`config.mk`:
```
export PLATFORM = sky130hd
export DESIGN_NAME = aabb_ovl
export DESIGN_NICKNAME = d
export VERILOG_FILES = /design/src/aabb_collision_push_out_core_defines.svh /design/src/aabb_pkg.sv /design/src/aabb_ovl.sv
export SDC_FILE = /design/constraint.sdc
export NUM_CORES = 1
export LEC_CHECK = 0
export ABC_CLOCK_PERIOD_IN_PS = 6500
export BUFFER_PORTS_ARGS = -buffer_cell sky130_fd_sc_hd__buf_2
export CORE_MARGIN = 4
export CORE_UTILIZATION = 46
export CTS_BUF_LIST = sky130_fd_sc_hd__clkbuf_8
export DETAILED_ROUTE_END_ITERATION = 12
export GPL_TIMING_DRIVEN = 1
export PLACE_DENSITY_LB_ADDON = 0.15
export SLEW_MARGIN = 20
export SYNTH_ARGS = -nofsm -noshare
export SYNTH_HDL_FRONTEND = slang
export SYNTH_SLANG_ARGS = --single-unit
```
`constraint.sdc`:
```
create_clock -name clk -period 6.5 [get_ports clk]
set_input_delay 0 -clock clk [delete_from_list [all_inputs] [get_ports clk]]
set_output_delay 0 -clock clk [all_outputs]
set_load 0.01 [all_outputs]
```
`src/aabb_collision_push_out_core_defines.svh`:
```
// Assertion macros for the box push-out block
`ifndef AABB_COLLISION_PUSH_OUT_CORE_DEFINES_SVH
`define AABB_COLLISION_PUSH_OUT_CORE_DEFINES_SVH

// same-cycle implication, clocked on clk, off during reset
`define AABB_ASSERT_NOW(label, ante, cons, msg) \
    label: assert property (@(posedge clk) disable iff (!rst_n) (ante) |-> (cons)) \
        else $error(msg);

// next-cycle implication, clocked on clk, off during reset
`define AABB_ASSERT_NEXT(label, ante, cons, msg) \
    label: assert property (@(posedge clk) disable iff (!rst_n) (ante) |=> (cons)) \
        else $error(msg);

`endif

```
`src/aabb_pkg.sv`:
```
// Shared types and constants for the box push-out block
`timescale 1ns / 1ps
`default_nettype none

package aabb_pkg;

    localparam int FIELD_W    = 48;
    localparam int CFG_DATA_W = 48;
    localparam int CFG_IDX_W  = 3;
    localparam int POS_OUT_W  = 16;
    localparam int FRAC_BITS  = 8;
    localparam int NUM_STAGES = 6;

    typedef enum logic [CFG_IDX_W-1:0] {
        CFG_SELF_BOX_MIN      = 3'd0,
        CFG_SELF_BOX_MAX      = 3'd1,
        CFG_SELF_SCALE        = 3'd2,
        CFG_SELF_POSITION     = 3'd3,
        CFG_SELF_HAS_COLLIDER = 3'd4,
        CFG_SELF_IS_WALL      = 3'd5
    } cfg_reg_t;

    typedef enum logic [1:0] {
        AXIS_X = 2'd0,
        AXIS_Y = 2'd1,
        AXIS_Z = 2'd2
    } axis_t;

    typedef struct packed {
        logic hit_en;
        logic push_en;
    } flags_t;

endpackage

`default_nettype wire

```
`src/aabb_ovl.sv`:
```
// Overlap test, face overlaps, centre compare and per-axis smallest face
`timescale 1ns / 1ps
`default_nettype none

module aabb_ovl import aabb_pkg::*; #(
    parameter int COORD_BITS = 16
) (
    input  wire logic                            clk,
    input  wire logic                            en3,
    input  wire logic                            en4,
    input  wire flags_t                          flags,
    input  wire logic signed [2*COORD_BITS-8:0]  smin [3],
    input  wire logic signed [2*COORD_BITS-8:0]  smax [3],
    input  wire logic signed [2*COORD_BITS-8:0]  omin [3],
    input  wire logic signed [2*COORD_BITS-8:0]  omax [3],
    input  wire logic signed [COORD_BITS-1:0]    pos_in [3],
    output logic signed [2*COORD_BITS-7:0]       best [3],
    output logic                                 cgt  [3],
    output logic                                 hit,
    output logic                                 push,
    output logic signed [COORD_BITS-1:0]         pos_out [3]
);

    localparam int WORLD_W = 2 * COORD_BITS - 7;
    localparam int DIFF_W  = WORLD_W + 1;

    logic                         sep;
    logic signed [DIFF_W-1:0]     ovp_reg  [3];
    logic signed [DIFF_W-1:0]     ovn_reg  [3];
    logic signed [DIFF_W-1:0]     osum_reg [3];
    logic signed [DIFF_W-1:0]     ssum_reg [3];
    logic                         hit3_reg;
    logic                         push_en3_reg;
    logic signed [COORD_BITS-1:0] pos3_reg [3];

    logic signed [DIFF_W-1:0]     best4_reg [3];
    logic                         cgt4_reg  [3];
    logic                         hit4_reg;
    logic                         push4_reg;
    logic signed [COORD_BITS-1:0] pos4_reg  [3];

    always_comb
    begin
        sep = 1'b0;
        for (int i = 0; i < 3; i++)
        begin
            if (smax[i] < omin[i] || smin[i] > omax[i])
                sep = 1'b1;
        end
    end

    always_ff @(posedge clk)
    begin
        if (en3)
        begin
            for (int i = 0; i < 3; i++)
            begin
                ovp_reg[i]  <= DIFF_W'(smax[i]) - DIFF_W'(omin[i]);
                ovn_reg[i]  <= DIFF_W'(omax[i]) - DIFF_W'(smin[i]);
                osum_reg[i] <= DIFF_W'(omin[i]) + DIFF_W'(omax[i]);
                ssum_reg[i] <= DIFF_W'(smin[i]) + DIFF_W'(smax[i]);
                pos3_reg[i] <= pos_in[i];
            end
            hit3_reg     <= flags.hit_en && !sep;
            push_en3_reg <= flags.push_en;
        end
    end

    always_ff @(posedge clk)
    begin
        if (en4)
        begin
            for (int i = 0; i < 3; i++)
            begin
                best4_reg[i] <= (ovn_reg[i] < ovp_reg[i]) ? ovn_reg[i] : ovp_reg[i];
                cgt4_reg[i]  <= osum_reg[i] > ssum_reg[i];
                pos4_reg[i]  <= pos3_reg[i];
            end
            hit4_reg  <= hit3_reg;
            push4_reg <= hit3_reg && push_en3_reg;
        end
    end

    for (genvar i = 0; i < 3; i++)
    begin : g_out
        assign best[i]    = best4_reg[i];
        assign cgt[i]     = cgt4_reg[i];
        assign pos_out[i] = pos4_reg[i];
    end

    assign hit  = hit4_reg;
    assign push = push4_reg;

endmodule

`default_nettype wire

```
==> flow_summary.json <==
{
  "synth_area_leaders": "edfxtp_1 44%, ha_1 17%, inv_1 4.5%, xnor2_1 4.4%, a21oi_1 3.8%",
  "dr.pass1.iters": 6,
  "grt_setup_unrepaired": "false",
  "area_growth_pct": 35.86,
  "dieArea_sq_um": 78280,
  "hold_class": "in2reg",
  "combPwrFrac": 0.333,
  "postCtsSetupRepairBufs": 0,
  "synth_compound_gate_area_share": 0.1597,
  "grt_pass1_wl_mm": 154.0,
  "powerDensity_nw_per_um2": 238.0,
  "regToRegStartpoint": "ovn_reg[0][63]",
  "worstSetupStartpointType": "primary input",
  "grt_max_degree": 151,
  "first_global_vias": 29580,
  "ys_ff_latch": 493,
  "synthXorXnorAreaFrac": 0.06160,
  "ant_nets": 0,
  "r2r-end": "best4_reg[0][53]",
  "synth-simple-area-share": 0.09412,
  "synth_edf_count": 493,
  "crit_fanout": 4,
  "switching_share": 0.3122,
  "routabilityCongestion": 0.9141,
  "power_w": 0.01099,
  "clockRootBuffer": "clkbuf_8",
  "die_w_microns": 279.8,
  "clk_latency_ns": 0.70,
  "num_vias": 29050,
  "cts_tree": "built",
  "ys_async_sr_fraction": 0,
  "synth_top_area_share": 0.4357,
  "crit_cells": 15,
  "critPathKind": "in2reg",
  "required_ns": 6.93,
  "grt-ovfl-total": 0,
  "syn_avg_cell_area_sq_um": 10.59,
  "relSlewSlack": 0.3243,
  "crit_slowest_cell": "o31ai_1",
  "layout_min_cycle_time_ns": 3.852,
  "drive_above_1_share": 0.1399,
  "wire_per_inst_microns": 18.23,
  "clock_skew_ns": 0.02443,
  "p_sw_w": 0.003430,
  "drcViolationCount": 0,
  "syn_area_sq_um": 33980,
  "ys_seq_area_frac": 0.4357,
  "htree_levels": 3,
  "min_path_cells": 5,
  "cts_buffers": 88,
  "ir_drop_v": 0.0001492,
  "cp-startpoint": "smax[50]",
  "syn_inst": 3208,
  "hpwlAfterDp_mm": 72.63,
  "status": "completed",
  "cts.repair.resized": 0,
  "power_frac_seq": 0.398,
  "total_leakage_power_nw": 21.00,
  "wirelength_mm": 99.85,
  "layout_commonest_cell": "dlygate4sd3_1",
  "fin_setup_tns_ns": 0,
  "clk_pin_slew_ns": 0.07,
  "synthDistinctLibCells": 79,
  "synth_mux_area_frac": 0.02677,
  "crit_end": "ssum_reg[0][22]",
  "num_rows": 99,
  "setup_viol": 0,
  "worstPathArrival_ns": 4.28,
  "setup_ws_ns": 2.648,
  "holdWs_ns": 0.05498,
  "final_util": 0.6317,
  "ioPinCount": 484,
  "post-route-period-util": 0.5926,
  "p_int_w": 0.007558,
  "cp_top_family": "compound AO/OA/AOI/OAI gates",
  "yosysWarnings": 0,
  "nets": 5265,
  "final_hold_viol_count": 0,
  "crit_path_max_incr_delay_ns": 0.67,
  "initial_core_util": 0.4650,
  "drtIter0Drc": 1701,
  "ys.flop_type": "edfxtp_1",
  "path_buf_inv": 4,
  "worst_slew_pin_slew_ns": 1.011,
  "synth_fp_nets": 4028,
  "clock_sinks": 493,
  "grtUsageTotal": 0.2500,
  "maxCapViolCount": 0,
  "via_per_inst": 5.304,
  "path_cells": "dlygate4sd3_1, buf_2, ha_1, inv_1, fa_1, nor2b_1, o31a_1, o41ai_1, o31ai_1, a21oi_1, o31ai_1, o221ai_1, nor2b_1, xnor2_1, dlygate4sd3_1",
  "rr_worst_depth": 8,
  "synth_top_area_cell": "edfxtp_1",
  "die_h_microns": 279.8,
  "fill_cells": 5932,
  "hold_start": "smin[43]",
  "end_kind": "register",
  "slew_viol_final": 0,
  "cts_buffer_depth": 3,
  "grt_antenna_before_repair": 5,
  "dp_slack_ns": 2.718,
  "clkPwrFrac": 0.269,
  "design.core.area_sq_um": 73080,
  "rrSetupSlack_ns": 2.71,
  "port_buffers": 483,
  "synthAdderAreaFrac": 0.1746,
  "mostFrequentLayoutCells": "680 x dlygate4sd3_1, 493 x edfxtp_1, 481 x buf_2",
  "synth_top_family_by_area": "adder cells",
  "clock.fmax_ghz": 0.2596
}
-- worst min-delay path, cell delays in order --
cell     delay (ns)
buf_2          0.13
inv_1          0.06
ha_1           0.18
a21oi_1        0.06
xnor2_1        0.18
-- cell type report --
| type | instances | area, sq um | share of cell area |
|---|---|---|---|
| multi-input cells | 2286 | 17590 | 0.3809 |
| well taps | 959 | 1200 | 0.02599 |
| clock inverters | 72 | 519.2 | 0.01125 |
| diodes | 3 | 7.507 | 0.0001626 |
| clock buffers | 89 | 1225 | 0.02653 |
| repair buffers | 1169 | 9298 | 0.2014 |
| inverters | 407 | 1528 | 0.03309 |
| flip-flops and latches | 493 | 14800 | 0.3207 |
-- stage by stage --
| stage | cells | area [sq um] |
|---|---|---|
| 4_1_cts | 5475 | 46160 |
| 6_report | 5478 | 46170 |
| 3_5_place_dp | 4634 | 37610 |
| 2_1_floorplan | 3208 | 33980 |
| 3_3_place_gp | 4634 | 37610 |
| 5_1_grt | 5477 | 46160 |
-- layer usage --
| layer | wire length, microns | track usage | vias up |
|---|---|---|---|
| li1 | - | - | 14280 |
| met1 | 40090 | 0.2915 | 13510 |
| met2 | 48250 | 0.4373 | 950 |
| met3 | 5709 | 0.04659 | 320 |
| met4 | 5791 | 0.1344 | 2 |
| met5 | 13 | 0 | - |
-- logic make-up after synthesis --
family	after synthesis
AO/OA/AOI/OAI	841
XOR/XNOR	239
adder cells (fa/ha/maj)	467
buffers and inverters	429
flip-flops	493
multiplexers	81
AND/OR/NAND/NOR	658
-- synthesized netlist by cell type (all sizes together) (14+ instances only) --
master	number
xnor2	171
nor2	181
nand3	57
o21bai	35
o21a	61
nor3	51
nand2	151
nor2b	53
a31oi	20
inv	407
a21oi	259
a211oi	25
xor2	68
ha	455
nand2b	52
clkbuf	18
o211ai	14
a21o	141
edfxtp	493
o21ai	157
a2111oi	14
nand4	43
mux2	79
-- power by group through the flow --
| stage | Sequential, W | Combinational, W | Clock, W |
|---|---|---|---|
| detailed placement | 0.00443 | 0.00302 | 0 |
| finish | 0.00437 | 0.00366 | 0.00296 |
| CTS | 0.00437 | 0.00363 | 0.00303 |
| global placement | 0.00442 | 0.00299 | 0 |
| floorplan | 0.00443 | 0.00196 | 0 |
| global route | 0.00442 | 0.00406 | 0.00319 |
-- worst min path at each step --
stage / to / slack (ns)
floorplan: pos3_reg[0][0] / 0.1
global placement: push_en3_reg / 0.18
detailed placement: pos3_reg[0][1] / 0.18
CTS: ovp_reg[0][60] / 0.00003
global route: pos3_reg[0][44] / 0.009
finish: ovn_reg[0][45] / 0.05
-- repair_timing --
| action | in CTS | in global routing |
|---|---|---|
| hold endpoints to repair | 502 | 0 |
| endpoints found under the setup margin | 0 | 0 |
| hold buffers | 680 | 0 |
No activity file was read; power rests on OpenSTA's default activity.
