$ cat config.mk
export PLATFORM = sky130hd
export DESIGN_NAME = aabb_xform
export DESIGN_NICKNAME = d
export VERILOG_FILES = /design/src/aabb_collision_push_out_core_defines.svh /design/src/aabb_pkg.sv /design/src/aabb_xform.sv
export SDC_FILE = /design/constraint.sdc
export NUM_CORES = 2
export LEC_CHECK = 0
export ABC_AREA = 1
export ABC_CLOCK_PERIOD_IN_PS = 6100
export BUFFER_PORTS_ARGS = -buffer_cell sky130_fd_sc_hd__buf_2
export CAP_MARGIN = 0
export CORE_MARGIN = 4
export CORE_UTILIZATION = 55
export CTS_BUF_LIST = sky130_fd_sc_hd__clkbuf_4 sky130_fd_sc_hd__clkbuf_8
export DETAILED_ROUTE_END_ITERATION = 6
export GPL_TIMING_DRIVEN = 1
export PLACE_DENSITY = 0.8
export SLEW_MARGIN = 20
export SYNTH_ARGS = -nofsm -noshare
export SYNTH_HDL_FRONTEND = slang
export SYNTH_SLANG_ARGS = --single-unit
$ cat constraint.sdc
create_clock -name clk -period 6.1 [get_ports clk]
set_clock_uncertainty 0.2 [all_clocks]
set_input_delay 1.22 -clock clk [delete_from_list [all_inputs] [get_ports clk]]
set_output_delay 1.22 -clock clk [all_outputs]
set_load 0.01 [all_outputs]
$ cat src/aabb_collision_push_out_core_defines.svh
// Assertion macros for the box push-out block
`ifndef AABB_COLLISION_PUSH_OUT_CORE_DEFINES_SVH
`define AABB_COLLISION_PUSH_OUT_CORE_DEFINES_SVH

// same-cycle implication, clocked on clk, off during reset
`define AABB_ASSERT_NOW(label, ante, cons, msg) \
    label: assert property (@(posedge clk) disable iff (!rst_n) (ante) |-> (cons)) \
        else $error(msg);

// next-cycle implication, clocked on clk, off during reset
`define AABB_ASSERT_NEXT(label, ante, cons, msg) \
    label: assert property (@(posedge clk) disable iff (!rst_n) (ante) |=> (cons)) \
        else $error(msg);

`endif

$ cat src/aabb_pkg.sv
// Shared types and constants for the box push-out block
`timescale 1ns / 1ps
`default_nettype none

package aabb_pkg;

    localparam int FIELD_W    = 48;
    localparam int CFG_DATA_W = 48;
    localparam int CFG_IDX_W  = 3;
    localparam int POS_OUT_W  = 16;
    localparam int FRAC_BITS  = 8;
    localparam int NUM_STAGES = 6;

    typedef enum logic [CFG_IDX_W-1:0] {
        CFG_SELF_BOX_MIN      = 3'd0,
        CFG_SELF_BOX_MAX      = 3'd1,
        CFG_SELF_SCALE        = 3'd2,
        CFG_SELF_POSITION     = 3'd3,
        CFG_SELF_HAS_COLLIDER = 3'd4,
        CFG_SELF_IS_WALL      = 3'd5
    } cfg_reg_t;

    typedef enum logic [1:0] {
        AXIS_X = 2'd0,
        AXIS_Y = 2'd1,
        AXIS_Z = 2'd2
    } axis_t;

    typedef struct packed {
        logic hit_en;
        logic push_en;
    } flags_t;

endpackage

`default_nettype wire

$ cat src/aabb_xform.sv
// Local-to-world box transform: scale multiply, then floor shift and offset
`timescale 1ns / 1ps
`default_nettype none

module aabb_xform import aabb_pkg::*; #(
    parameter int COORD_BITS = 16
) (
    input  wire logic                            clk,
    input  wire logic                            en1,
    input  wire logic                            en2,
    input  wire logic [FIELD_W-1:0]              box_min,
    input  wire logic [FIELD_W-1:0]              box_max,
    input  wire logic [FIELD_W-1:0]              scale,
    input  wire logic [FIELD_W-1:0]              position,
    output logic signed [2*COORD_BITS-8:0]       wmin [3],
    output logic signed [2*COORD_BITS-8:0]       wmax [3],
    output logic signed [COORD_BITS-1:0]         pos  [3]
);

    localparam int PAD_W   = (3 * COORD_BITS > FIELD_W) ? 3 * COORD_BITS : FIELD_W;
    localparam int PROD_W  = 2 * COORD_BITS;
    localparam int SHIFT_W = PROD_W - FRAC_BITS;
    localparam int WORLD_W = 2 * COORD_BITS - 7;

    logic [PAD_W-1:0] min_pad;
    logic [PAD_W-1:0] max_pad;
    logic [PAD_W-1:0] scale_pad;
    logic [PAD_W-1:0] pos_pad;

    logic signed [COORD_BITS-1:0] min_c   [3];
    logic signed [COORD_BITS-1:0] max_c   [3];
    logic signed [COORD_BITS-1:0] scale_c [3];
    logic signed [COORD_BITS-1:0] pos_c   [3];

    logic signed [PROD_W-1:0]     prod_min_reg [3];
    logic signed [PROD_W-1:0]     prod_max_reg [3];
    logic signed [COORD_BITS-1:0] pos1_reg     [3];

    logic signed [SHIFT_W-1:0]    shr_min [3];
    logic signed [SHIFT_W-1:0]    shr_max [3];

    logic signed [WORLD_W-1:0]    wmin_reg [3];
    logic signed [WORLD_W-1:0]    wmax_reg [3];
    logic signed [COORD_BITS-1:0] pos2_reg [3];

    assign min_pad   = PAD_W'(box_min);
    assign max_pad   = PAD_W'(box_max);
    assign scale_pad = PAD_W'(scale);
    assign pos_pad   = PAD_W'(position);

    for (genvar i = 0; i < 3; i++)
    begin : g_comp
        assign min_c[i]   = min_pad[i*COORD_BITS +: COORD_BITS];
        assign max_c[i]   = max_pad[i*COORD_BITS +: COORD_BITS];
        assign scale_c[i] = scale_pad[i*COORD_BITS +: COORD_BITS];
        assign pos_c[i]   = pos_pad[i*COORD_BITS +: COORD_BITS];
        assign shr_min[i] = prod_min_reg[i][PROD_W-1:FRAC_BITS];
        assign shr_max[i] = prod_max_reg[i][PROD_W-1:FRAC_BITS];
        assign wmin[i]    = wmin_reg[i];
        assign wmax[i]    = wmax_reg[i];
        assign pos[i]     = pos2_reg[i];
    end

    always_ff @(posedge clk)
    begin
        if (en1)
        begin
            for (int i = 0; i < 3; i++)
            begin
                prod_min_reg[i] <= min_c[i] * scale_c[i];
                prod_max_reg[i] <= max_c[i] * scale_c[i];
                pos1_reg[i]     <= pos_c[i];
            end
        end
    end

    always_ff @(posedge clk)
    begin
        if (en2)
        begin
            for (int i = 0; i < 3; i++)
            begin
                wmin_reg[i] <= WORLD_W'(shr_min[i]) + WORLD_W'(pos1_reg[i]);
                wmax_reg[i] <= WORLD_W'(shr_max[i]) + WORLD_W'(pos1_reg[i]);
                pos2_reg[i] <= pos1_reg[i];
            end
        end
    end

endmodule

`default_nettype wire

==> results.rst <==
.. list-table::
   :header-rows: 1

   * - Metric
     - Value
   * - Run status
     - completed
   * - Clock tree root buffer cell
     - sky130_fd_sc_hd__clkbuf_8
   * - Register area share after synthesis
     - 0.1408
   * - Final number of max-transition violations
     - 0
   * - Count of unresolved DRC violations after routing
     - 0
   * - Placeable core region
     - 0.1501 mm^2
   * - RSZ-0062 raised after global routing
     - yes
   * - Synth cell types
     - 35
   * - Routed wire per std cell
     - ~18 um
   * - NumNets Final
     - 13800
   * - Wire length of the first global-routing pass
     - 387500 um
   * - Number of rows in the core area
     - approximately 140
   * - Most frequent standard cell in the layout excluding fill and tap cells
     - sky130_fd_sc_hd__inv_1
   * - Met1 routing resource usage after global routing
     - 0.3900
   * - Detailed-router iteration count before antenna repair
     - 6
   * - Register bit count reported by yosys
     - 390
   * - Final Hold Vio Count
     - 0
   * - Post-synth EDFFs
     - just under 400
   * - Largest stage delay on the critical path
     - about 0.74 ns
   * - Overall die area
     - around 0.16 mm^2
   * - Ratio of routed vias to standard cells
     - about 5.2
   * - Post-Route WL
     - 241300 um
   * - Count of max-cap constraint violations
     - 0
   * - Final antenna-violating net count
     - 0
   * - Cells along the critical path
     - buf_6, buf_12, nand2_1, fa_1, inv_1, fa_2, buf_4, fa_1, fa_1, fa_1, inv_1, fa_1, inv_1, ha_4, nand2_1, nor2_2, nand2_1, nor4_2, nand2_1, nand3_1, nand2_1
   * - Total overflow reported by the global router
     - 0
   * - Critical-path maximum fanout
     - 12
   * - Number of antenna violations at the first check in global routing
     - 16
   * - Startpoint types
     - input port
   * - Width of the die
     - just under 400 um
   * - Buffers from clock root to sink, at most
     - 3
   * - Path class of the lowest-slack min-delay path
     - reg -> reg
   * - Slew at the pin with the worst max-slew slack
     - around 1 ns
   * - Worst Setup End Kind
     - register
   * - I/O pins
     - 393
   * - Yosys synthesis warning count
     - 0
   * - Num Clock Sinks
     - slightly below 400
   * - Period minus WS final
     - between 5 and 6 ns
   * - Count of buffers from port buffering
     - slightly below 400
   * - Most used flip-flop cell after synthesis
     - sky130_fd_sc_hd__edfxtp_1
   * - Met3 track utilization from global routing
     - 0.05799
   * - HPWL reported at the end of detailed placement
     - around 210000 um
   * - Combined buffer and inverter count along the critical path
     - 6
   * - Clock-pin transition on the worst setup and hold timing paths
     - 0.05 ns
   * - DRC marker count from the first detailed-route iteration
     - approximately 5300
   * - Area of the mapped netlist
     - around 0.083 mm^2
   * - Number of global-route vias before repair
     - ~75000
   * - TritonCTS clock tree
     - yes
   * - Arrival time reported for the critical path endpoint
     - around 6.3 ns
   * - Required @ worst endpoint
     - 6.36 ns
   * - Pin count of the biggest net entering global routing
     - 133
   * - M2 GR Usage
     - 0.5170
   * - Filler cell count
     - about 12000
   * - GRT Util Overall
     - 0.3104
   * - Rel. slew slack
     - 0.3315
   * - Layout cells sized above 1
     - 0.1514
   * - Die Ht
     - between 300 and 400 um
   * - Synthesized instance count
     - approximately 10000
   * - Initial Utilization
     - 0.5539
   * - Via Count
     - slightly above 70000
   * - Commonest cells after routing, fill and taps aside
     - sky130_fd_sc_hd__inv_1 (2897), sky130_fd_sc_hd__nand2_1 (2690), sky130_fd_sc_hd__fa_1 (1536)
   * - Cell with the biggest individual delay on the critical path
     - sky130_fd_sc_hd__fa_2
   * - Highest achievable clock rate
     - approximately 170 MHz
   * - Area used by multi-input combinational logic
     - between 0.06 and 0.07 mm^2
   * - Number of buffers added by the clock tree synthesis step
     - 73
   * - H-tree levels
     - 3
   * - Final worst path period share
     - 0.9807
   * - Total nets after synthesis
     - between 10000 and 15000
   * - Final setup vio count
     - 0
   * - Top Family by Delay on Critical Path
     - adder cells
   * - Total area of sequential cells
     - around 0.012 mm^2
   * - Post-synthesis async set-or-reset flop share
     - 0
   * - Area overhead of the layout relative to synthesis
     - 16.76%
   * - Global placer's final weighted congestion
     - 1.005
   * - Critical path class
     - in -> reg
   * - Source-to-sink clock delay at the later pin of the worst-skew pair
     - roughly 0.8 ns
   * - Mean post-synth cell area
     - 7.996 um^2
   * - Grt peak-use layer
     - met2
   * - End-of-flow core utilization
     - 0.6468
==> final cells by class <==
class	instances	share of cell area
flip-flops and latches	390	0.1206
inverters	2919	0.1129
well taps	2016	0.02598
repair buffers	1240	0.09546
diodes	11	0.0002835
multi-input cells	6791	0.6292
clock buffers	88	0.01157
clock inverters	45	0.003995
==> routing by layer <==
metal	wire [um]	up-vias
met3	20630	748
met4	13170	2
met2	114700	2967
met5	13	-
li1	-	32460
met1	92780	34270
==> worst paths after layout <==
check                                          from                   to  slack [ns]  depth (start not counted)
worst min-delay path            prod_min_reg[0][40]      wmin_reg[0][25]        0.36                          1
worst max-delay path                       scale[5]  prod_max_reg[0][29]        0.12                         21
worst min register to register  prod_min_reg[0][40]      wmin_reg[0][25]        0.36                          1
worst max register to register      pos1_reg[0][47]      wmax_reg[0][74]        3.10                          7
==> what timing repair did <==
| action | CTS | global route |
|---|---|---|
| gates resized for setup | 3 | 170 |
| hold buffers | 0 | 0 |
| buffers inserted | 0 | 10 |
| endpoints found under the setup margin | 5 | 104 |
| pin swaps | 0 | 34 |
==> metrics by stage <==
stage	worst slack [ns]	cell area [um^2]	instances	setup TNS, ns	hold WS (ns)
global route	-0.03345	97090	13500	-0.1799	0.3776
finish	0.1180	97100	13500	0	0.3615
detailed placement	-0.8938	94940	13350	-86.99	0.3424
CTS	0.02031	96460	13480	0	0.3631
global placement	-0.7707	94940	13350	-75.68	0.3425
floorplan	-0.06379	85560	10400	-0.5475	0.2587
==> cell families after synthesis <==
group | after synthesis | share of synthesized area
flip-flops | 390 | 0.1408
buffers and inverters | 3220 | 0.1454
AND/OR/NAND/NOR | 3744 | 0.1794
AO/OA/AOI/OAI | 656 | 0.04187
XOR/XNOR | 201 | 0.02117
adder cells (fa/ha/maj) | 2190 | 0.4714
==> synth_stat cells, types with 3 or more instances <==
cell type | count | area [um^2]
sky130_fd_sc_hd__edfxtp_1 | 390 | 11710
sky130_fd_sc_hd__nand2_2 | 12 | 75.07
sky130_fd_sc_hd__nor3_1 | 50 | 250.2
sky130_fd_sc_hd__o21a_1 | 9 | 67.56
sky130_fd_sc_hd__nand3_1 | 249 | 1246
sky130_fd_sc_hd__nor4_1 | 27 | 168.9
sky130_fd_sc_hd__o21ai_0 | 220 | 1101
sky130_fd_sc_hd__xor2_1 | 160 | 1401
sky130_fd_sc_hd__fa_1 | 1572 | 31470
sky130_fd_sc_hd__nor2_1 | 517 | 1941
sky130_fd_sc_hd__ha_1 | 618 | 7732
sky130_fd_sc_hd__nand4_1 | 72 | 450.4
sky130_fd_sc_hd__a31oi_1 | 9 | 56.30
sky130_fd_sc_hd__o31ai_1 | 3 | 22.52
sky130_fd_sc_hd__buf_1 | 9 | 33.78
sky130_fd_sc_hd__a21oi_1 | 355 | 1777
sky130_fd_sc_hd__a21boi_0 | 5 | 37.54
sky130_fd_sc_hd__or2_2 | 32 | 200.2
sky130_fd_sc_hd__nand3b_1 | 20 | 150.1
sky130_fd_sc_hd__o211ai_1 | 6 | 45.04
sky130_fd_sc_hd__inv_1 | 2919 | 10960
sky130_fd_sc_hd__o21ai_2 | 10 | 87.58
sky130_fd_sc_hd__clkbuf_1 | 291 | 1092
sky130_fd_sc_hd__xnor2_1 | 41 | 359.1
sky130_fd_sc_hd__nor2_2 | 3 | 18.77
sky130_fd_sc_hd__nand3_2 | 3 | 30.03
sky130_fd_sc_hd__nand2_1 | 2753 | 10330
sky130_fd_sc_hd__o21bai_1 | 25 | 187.7
sky130_fd_sc_hd__a21o_1 | 12 | 90.09
Power is not shown: default switching activity piles up to over one toggle a cycle in this logic, so the estimate is an artifact.
