File: config.mk
export PLATFORM = sky130hd
export DESIGN_NAME = aabb_push
export DESIGN_NICKNAME = d
export VERILOG_FILES = /design/src/aabb_collision_push_out_core_defines.svh /design/src/aabb_pkg.sv /design/src/aabb_push.sv
export SDC_FILE = /design/constraint.sdc
export NUM_CORES = 1
export LEC_CHECK = 0
export BUFFER_PORTS_ARGS = -buffer_cell sky130_fd_sc_hd__buf_2
export CAP_MARGIN = 20
export CORE_UTILIZATION = 35
export CTS_CLUSTER_SIZE = 28
export DETAILED_ROUTE_END_ITERATION = 16
export REMOVE_ABC_BUFFERS = 1
export SYNTH_ARGS = -nofsm -noshare
export SYNTH_HDL_FRONTEND = slang
export SYNTH_SLANG_ARGS = --single-unit
File: constraint.sdc
create_clock -name clk -period 9.24 [get_ports clk]
set_input_delay 1.848 -clock clk [delete_from_list [all_inputs] [get_ports clk]]
set_output_delay 1.848 -clock clk [all_outputs]
set_load 0.05 [all_outputs]
File: src/aabb_collision_push_out_core_defines.svh
// Assertion macros for the box push-out block
`ifndef AABB_COLLISION_PUSH_OUT_CORE_DEFINES_SVH
`define AABB_COLLISION_PUSH_OUT_CORE_DEFINES_SVH

// same-cycle implication, clocked on clk, off during reset
`define AABB_ASSERT_NOW(label, ante, cons, msg) \
    label: assert property (@(posedge clk) disable iff (!rst_n) (ante) |-> (cons)) \
        else $error(msg);

// next-cycle implication, clocked on clk, off during reset
`define AABB_ASSERT_NEXT(label, ante, cons, msg) \
    label: assert property (@(posedge clk) disable iff (!rst_n) (ante) |=> (cons)) \
        else $error(msg);

`endif

File: src/aabb_pkg.sv
// Shared types and constants for the box push-out block
`timescale 1ns / 1ps
`default_nettype none

package aabb_pkg;

    localparam int FIELD_W    = 48;
    localparam int CFG_DATA_W = 48;
    localparam int CFG_IDX_W  = 3;
    localparam int POS_OUT_W  = 16;
    localparam int FRAC_BITS  = 8;
    localparam int NUM_STAGES = 6;

    typedef enum logic [CFG_IDX_W-1:0] {
        CFG_SELF_BOX_MIN      = 3'd0,
        CFG_SELF_BOX_MAX      = 3'd1,
        CFG_SELF_SCALE        = 3'd2,
        CFG_SELF_POSITION     = 3'd3,
        CFG_SELF_HAS_COLLIDER = 3'd4,
        CFG_SELF_IS_WALL      = 3'd5
    } cfg_reg_t;

    typedef enum logic [1:0] {
        AXIS_X = 2'd0,
        AXIS_Y = 2'd1,
        AXIS_Z = 2'd2
    } axis_t;

    typedef struct packed {
        logic hit_en;
        logic push_en;
    } flags_t;

endpackage

`default_nettype wire

File: src/aabb_push.sv
// Axis choice, position correction and saturation into the result register
`timescale 1ns / 1ps
`default_nettype none

module aabb_push import aabb_pkg::*; #(
    parameter int COORD_BITS = 16
) (
    input  wire logic                            clk,
    input  wire logic                            en5,
    input  wire logic                            en6,
    input  wire logic signed [2*COORD_BITS-7:0]  best [3],
    input  wire logic                            cgt  [3],
    input  wire logic                            hit_in,
    input  wire logic                            push_in,
    input  wire logic signed [COORD_BITS-1:0]    pos_in [3],
    output logic                                 hit,
    output logic                                 pushed,
    output axis_t                                push_axis,
    output logic signed [POS_OUT_W-1:0]          new_pos_x,
    output logic signed [POS_OUT_W-1:0]          new_pos_y,
    output logic signed [POS_OUT_W-1:0]          new_pos_z
);

    localparam int DIFF_W = 2 * COORD_BITS - 6;
    localparam int SUM_W  = DIFF_W + 1;
    localparam int EXT_W  = (COORD_BITS > POS_OUT_W) ? COORD_BITS : POS_OUT_W;

    logic signed [DIFF_W-1:0]     sel_mag;
    axis_t                        sel_axis;
    logic                         sel_up;

    logic signed [DIFF_W-1:0]     mag5_reg;
    axis_t                        axis5_reg;
    logic                         up5_reg;
    logic                         hit5_reg;
    logic                         push5_reg;
    logic signed [COORD_BITS-1:0] pos5_reg [3];

    logic signed [SUM_W-1:0]      sum      [3];
    logic signed [COORD_BITS-1:0] sat_val  [3];
    logic signed [EXT_W-1:0]      ext_val  [3];

    logic                         hit6_reg;
    logic                         pushed6_reg;
    axis_t                        axis6_reg;
    logic signed [POS_OUT_W-1:0]  pos6_reg [3];

    always_comb
    begin
        sel_mag  = best[0];
        sel_axis = AXIS_X;
        if (best[1] < sel_mag)
        begin
            sel_mag  = best[1];
            sel_axis = AXIS_Y;
        end
        if (best[2] < sel_mag)
        begin
            sel_mag  = best[2];
            sel_axis = AXIS_Z;
        end
        case (sel_axis)
            AXIS_X:  sel_up = cgt[0];
            AXIS_Y:  sel_up = cgt[1];
            AXIS_Z:  sel_up = cgt[2];
            default: sel_up = cgt[0];
        endcase
    end

    always_ff @(posedge clk)
    begin
        if (en5)
        begin
            mag5_reg  <= sel_mag;
            axis5_reg <= push_in ? sel_axis : AXIS_X;
            up5_reg   <= sel_up;
            hit5_reg  <= hit_in;
            push5_reg <= push_in;
            for (int i = 0; i < 3; i++)
                pos5_reg[i] <= pos_in[i];
        end
    end

    for (genvar i = 0; i < 3; i++)
    begin : g_axis
        always_comb
        begin
            if (push5_reg && axis5_reg == axis_t'(i))
                sum[i] = up5_reg ? SUM_W'(pos5_reg[i]) + SUM_W'(mag5_reg)
                                 : SUM_W'(pos5_reg[i]) - SUM_W'(mag5_reg);
            else
                sum[i] = SUM_W'(pos5_reg[i]);
            if (sum[i][SUM_W-1:COORD_BITS-1] == {(SUM_W-COORD_BITS+1){sum[i][SUM_W-1]}})
                sat_val[i] = sum[i][COORD_BITS-1:0];
            else
                sat_val[i] = {sum[i][SUM_W-1], {(COORD_BITS-1){~sum[i][SUM_W-1]}}};
            ext_val[i] = EXT_W'(sat_val[i]);
        end
    end

    always_ff @(posedge clk)
    begin
        if (en6)
        begin
            hit6_reg    <= hit5_reg;
            pushed6_reg <= push5_reg;
            axis6_reg   <= axis5_reg;
            for (int i = 0; i < 3; i++)
                pos6_reg[i] <= ext_val[i][POS_OUT_W-1:0];
        end
    end

    assign hit       = hit6_reg;
    assign pushed    = pushed6_reg;
    assign push_axis = axis6_reg;
    assign new_pos_x = pos6_reg[0];
    assign new_pos_y = pos6_reg[1];
    assign new_pos_z = pos6_reg[2];

endmodule

`default_nettype wire

==> results.cfg, run 1 <==
[power]
p_leak_nw = 6.27
switchingPower_mw = 2.02
p_seq_share_pct = 20.4
p_comb_share_pct = 63.9
switching_share_pct = 48.2
ir_drop_mv = 0.150
clkPwrFrac_pct = 15.7
p_int_mw = 2.17
pwr_density_cell_nw_per_um2 = 283

[route]
antenna_left = 0
drc = 0
viasPerCell = 5.76
vias = 12000
dr.pass1.iters = 5
wirelength_mm = 37.4
drtIter0Drc = 803
wl_per_cell_um = 17.9

[floorplanning]
start_util_pct = 35.9
rows = 69
io_pins = 186
die_x_um = 194
fp.dieH_um = 194
die_area_um2 = 37600
core_area_um2 = 35900

[placed_design]
dpl_cell_area_um2 = 14200
dp_cells = 2055
place.gp.congestion = 0.916
io_buffers = 185
dp.final_hpwl_mm = 29.9

[critical_path]
reg2reg_from = mag5_reg[0]
r2r-end = pos6_reg[0][0]
cp-start-kind = primary input
critical_path.endpoint = up5_reg
critPathMaxFanout = 27
crit_type = primary input to flip-flop
worstSetupEndpointType = flip-flop
r2r_slack_ps = 3120
cp.arrival_ps = 7590
crit_path_start = best[73]
cp.required_ps = 9470
r2r_cells = 15

[synth]
synth_top_area_share_pct = 30.5
synth_area_um2 = 12900
yosys_warnings = 0
syn_avg_cell_area_um2 = 8.82
syn_inst = 1462
synthArstFlopShare_pct = 0
synth-seq-cells = 131
ys_top_cells_by_area = edfxtp_1 (31%), ha_1 (13%), a21oi_1 (4.3%)
synth.largest_area_cell = edfxtp_1
yosysUniqueCellTypes = 83
synth-seq-area-share_pct = 30.5
synth_enable_flop_cells = 131
yosysMostFrequentCell = edfxtp_1
synthFlopType = edfxtp_1
netlist_top_cells_count = edfxtp_1 (131), nor2_1 (130), ha_1 (129)

[timing]
fmax_mhz = 136
slew-limit-headroom_pct = 24.0
rsz0062_at_grt = no
finalCritPeriodShare_pct = 79.7
whs_ps = 419
fin_tns_setup_ps = 0
fin_crit_ps = 7360
clock_skew_ps = 28.1
setup_viol = 0
worst_pin_slew_ps = 1140
hold_viol_final = 0
finalMaxSlewViolations = 0

[worst_hold_path]
holdPathStages = 0
hold_path.class = flip-flop to flip-flop

[clock_network]
cts_root_buffer = clkbuf_16
tritoncts = yes
cts_max_level = 4
clock_path_buffers = 2
cts_sinks = 131
cts_resized = 0
cts_buffers = 17
holdBufCountCts = 0
clk_latency_ps = 440
cts_setup_buffers = 0
clk_pin_slew_ps = 60

[cells_and_area]
drive_gt1_share_pct = 16.4
final_cells = 2089
nNetsFinal = 1880
final_area_um2 = 14800
final_util_pct = 41.2
syn_to_final_growth_pct = 14.9

[global_routing]
antenna_found_initial = 3
grt_overflow = 0
grt_usage_pct = 19.8
grt_max_degree = 59
grt_pass1_wl_mm = 60.1
grt_pass1_vias = 11500

[run_status]
outcome = finished, final reports clean

[job]
maxCapViolations = 0
-- logic make-up after synthesis --
group	Yosys count	synth area share, %
muxes	41	3.21
and+or+nand+nor	477	19.1
AOI/OAI and AO/OA	454	23.9
xor gates and xnor gates	88	6.09
buffers and inverters	139	4.24
DFF	131	30.5
adders and majority gates	132	13.0
-- power groups by stage --
stage	logic (mW)	registers, mW	clock network, mW
floorplan	1.90	0.995	0
global placement	2.62	0.864	0
detailed placement	2.65	0.865	0
CTS	2.66	0.853	0.675
global route	2.97	0.864	0.697
finish	2.68	0.854	0.660
-- cell usage in the layout, fill, tap and decap left out, types with 7 or more instances in the layout --
cell / n
buf_2: 184
ha_1: 129
nand2b_1: 12
a21o_1: 57
clkbuf_16: 17
nor2_1: 129
nand3_1: 27
a21oi_1: 111
a221oi_1: 7
xor2_1: 45
o22ai_1: 28
nand2_1: 92
nor4_1: 7
o21ai_0: 79
a2111oi_0: 7
mux2i_1: 38
o21a_1: 10
nand4_1: 50
nor3_1: 56
nor3b_1: 8
and3_1: 12
o21bai_1: 9
xnor2_1: 42
inv_1: 73
and2_1: 8
or3_1: 11
a211oi_1: 16
o211ai_1: 38
nand3b_1: 32
nor2b_1: 9
o31ai_1: 10
buf_4: 14
a221o_1: 12
edfxtp_1: 131
-- worst max-delay path: stages --
cell	delay, ps
buf_2	90
inv_1	40
ha_1	290
nand4_1	190
or2_2	350
nor3_1	260
a2111oi_0	130
dlymetal6s2s_1	220
nor2_4	450
buf_4	350
mux2i_1	390
ha_1	310
a21o_1	150
a21o_1	180
a211o_1	280
a21o_1	160
a21oi_2	550
buf_4	360
or2_2	500
o22ai_1	140
nor4b_1	330
-- area by class of cell --
| cell class | instances | area, um^2 |
|---|---|---|
| Fill cell | 3580 | 21100 |
| Multi-Input combinational cell | 1192 | 8420 |
| Sequential cell | 131 | 3930 |
| Timing Repair Buffer | 199 | 1040 |
| Tap cell | 461 | 577 |
| Clock buffer | 19 | 433 |
| Inverter | 73 | 274 |
| Clock inverter | 13 | 128 |
| Antenna cell | 1 | 2.50 |
-- worst min path at each step --
stage / start / endpoint
6_report: hit5_reg / hit
5_1_grt: hit5_reg / hit
4_1_cts: hit5_reg / hit
3_5_place_dp: hit5_reg / hit
3_3_place_gp: hit5_reg / hit
2_1_floorplan: hit5_reg / hit
-- through the flow --
stage	power, mW	setup WS, ps
2_1_floorplan	2.89	335
3_3_place_gp	3.49	1550
3_5_place_dp	3.52	1310
4_1_cts	4.19	1740
5_1_grt	4.53	1450
6_report	4.19	1880
-- routing by layer --
metal  part of all wire [%]  global-route usage, %  wire, um  vias to the layer above
li1                       -                      -         -                     5909
met1                     46                   25.8     17000                     5694
met2                     47                   33.6     17500                      374
met3                    5.6                   3.50      2090                       47
met4                    1.8                   5.50       666                        4
met5                  0.075                      0        28                        -
No activity file was read; power rests on OpenSTA's default activity.
==> run 2: changes to the inputs <==
- clock period: 9.24 -> 6.6 ns (I/O delays scaled with it)
==> run 2 against run 1 <==
Flip-flop and latch count did not move. Wire length rose by 2.7%. Via count fell by 0.40%. Design area rose by 0.68%. Power rose by 43%. Sequential power rose by 39%. Register-to-register slack got worse by 2400 ps. Die area did not move. Largest power group unchanged.
==> results.cfg, run 2 (synthesis results as in run 1) <==
[run_status]
outcome = finished, final reports clean

[clock_network]
clk_latency_ps = 430
clk_pin_slew_ps = 70
cts_root_buffer = clkbuf_16
cts_sinks = 131
clock_path_buffers = 2
holdBufCountCts = 0
cts_buffers = 17
cts_max_level = 4
cts_setup_buffers = 0
cts_resized = 0
tritoncts = yes

[timing]
clock_skew_ps = 18.4
whs_ps = 429
finalCritPeriodShare_pct = 89.1
worst_pin_slew_ps = 1080
hold_viol_final = 0
slew-limit-headroom_pct = 28.2
fin_crit_ps = 5880
setup_viol = 0
rsz0062_at_grt = no
fmax_mhz = 170
finalMaxSlewViolations = 0

[critical_path]
cp.required_ps = 6860
reg2reg_from = mag5_reg[8]
cp-start-kind = flip-flop
r2r_cells = 16
worstSetupEndpointType = flip-flop
crit_type = flip-flop to flip-flop
critPathMaxFanout = 15
r2r-end = pos6_reg[0][44]
r2r_slack_ps = 720
cp.arrival_ps = 6140

[route]
antenna_left = 0
drtIter0Drc = 1153
drc = 0
vias = 12000
dr.pass1.iters = 6
wirelength_mm = 38.4
wl_per_cell_um = 18.3
viasPerCell = 5.70

[placed_design]
place.gp.congestion = 0.910
io_buffers = 185
dp.final_hpwl_mm = 30.3
dp_cells = 2065

[worst_hold_path]
holdPathStages = 0
holdPathEnd = hit
holdCritStartpoint = hit5_reg
hold_path.class = flip-flop to flip-flop

[global_routing]
antenna_found_initial = 5
grt_overflow = 0
grt_pass1_vias = 11600
grt_pass1_wl_mm = 61.2
grt_max_degree = 80
grt_usage_pct = 20.2

[power]
p_seq_share_pct = 19.9
total_power_mw = 5.98
p_int_mw = 3.10
clkPwrFrac_pct = 16.5
p_leak_nw = 6.32
pwr_density_cell_nw_per_um2 = 401
p_comb_share_pct = 63.7
ir_drop_mv = 0.199
switchingPower_mw = 2.88
switching_share_pct = 48.1

[cells_and_area]
layout_common_cells = buf_2 (184), edfxtp_1 (131), nor2_1 (129), ha_1 (129), a21oi_1 (111)
layout_commonest_cell = buf_2
drive_gt1_share_pct = 17.0
final_util_pct = 41.5
final_cells = 2100
syn_to_final_growth_pct = 15.7
nNetsFinal = 1889

[floorplanning]
die_area_um2 = 37600
rows = 69
core_area_um2 = 35900
io_pins = 186
die_x_um = 194
start_util_pct = 35.9
fp.dieH_um = 194

[job]
maxCapViolations = 0
[run 2: cell type report]
type | count | area, um^2
tap | 461 | 577
multi-input combinational | 1192 | 8420
inverter | 73 | 274
clock buffer | 17 | 425
antenna | 3 | 7.51
timing repair buffer | 208 | 1100
fill | 3603 | 21000
clock inverter | 15 | 169
sequential | 131 | 3930
[run 2: worst max path at each step]
stage	start	to	slack, ps
after floorplan	best[73]	up5_reg	-1780
after global placement	best[73]	up5_reg	570
after detailed placement	best[71]	mag5_reg[21]	390
after CTS	best[71]	up5_reg	850
after global routing	mag5_reg[8]	pos6_reg[0][44]	260
final	mag5_reg[8]	pos6_reg[0][44]	720
[run 2: through the flow]
step                area (um^2)  TNS, ps  worst slack, ps
floorplan                 12600   -48900            -1780
global placement          14300        0              567
detailed placement        14300        0              393
CTS                       14900        0              848
global route              14900        0              263
finish                    14900        0              722
[run 2: layer usage]
metal  GRT usage (%)  up-vias  part of all wire (%)
li1                -     5930                     -
met1            26.6     5620                    45
met2            35.0      396                    48
met3            3.25       30                   6.1
met4            3.67        4                  0.90
met5               0        -                 0.081
[run 2: power groups by stage]
stage	clock, mW	combinational [mW]	sequential [mW]
finish	0.985	3.81	1.19
global route	1.04	4.21	1.20
CTS	1.00	3.77	1.19
detailed placement	0	3.76	1.20
global placement	0	3.71	1.20
floorplan	0	2.65	1.39
[run 2: critical path, cell delays in order (launching register included)]
cell and delay (ps):
edfxtp_1 430, nor4_1 480, nand4_1 400, nor3_1 290, nor3b_1 300, nor2_1 90
xor2_1 420, ha_1 400, o21a_1 130, o21ai_0 430, o21ai_0 300, a311oi_1 420
xnor2_1 210, nor2_1 60, or4b_4 220, nor4bb_4 830, a221o_1 300
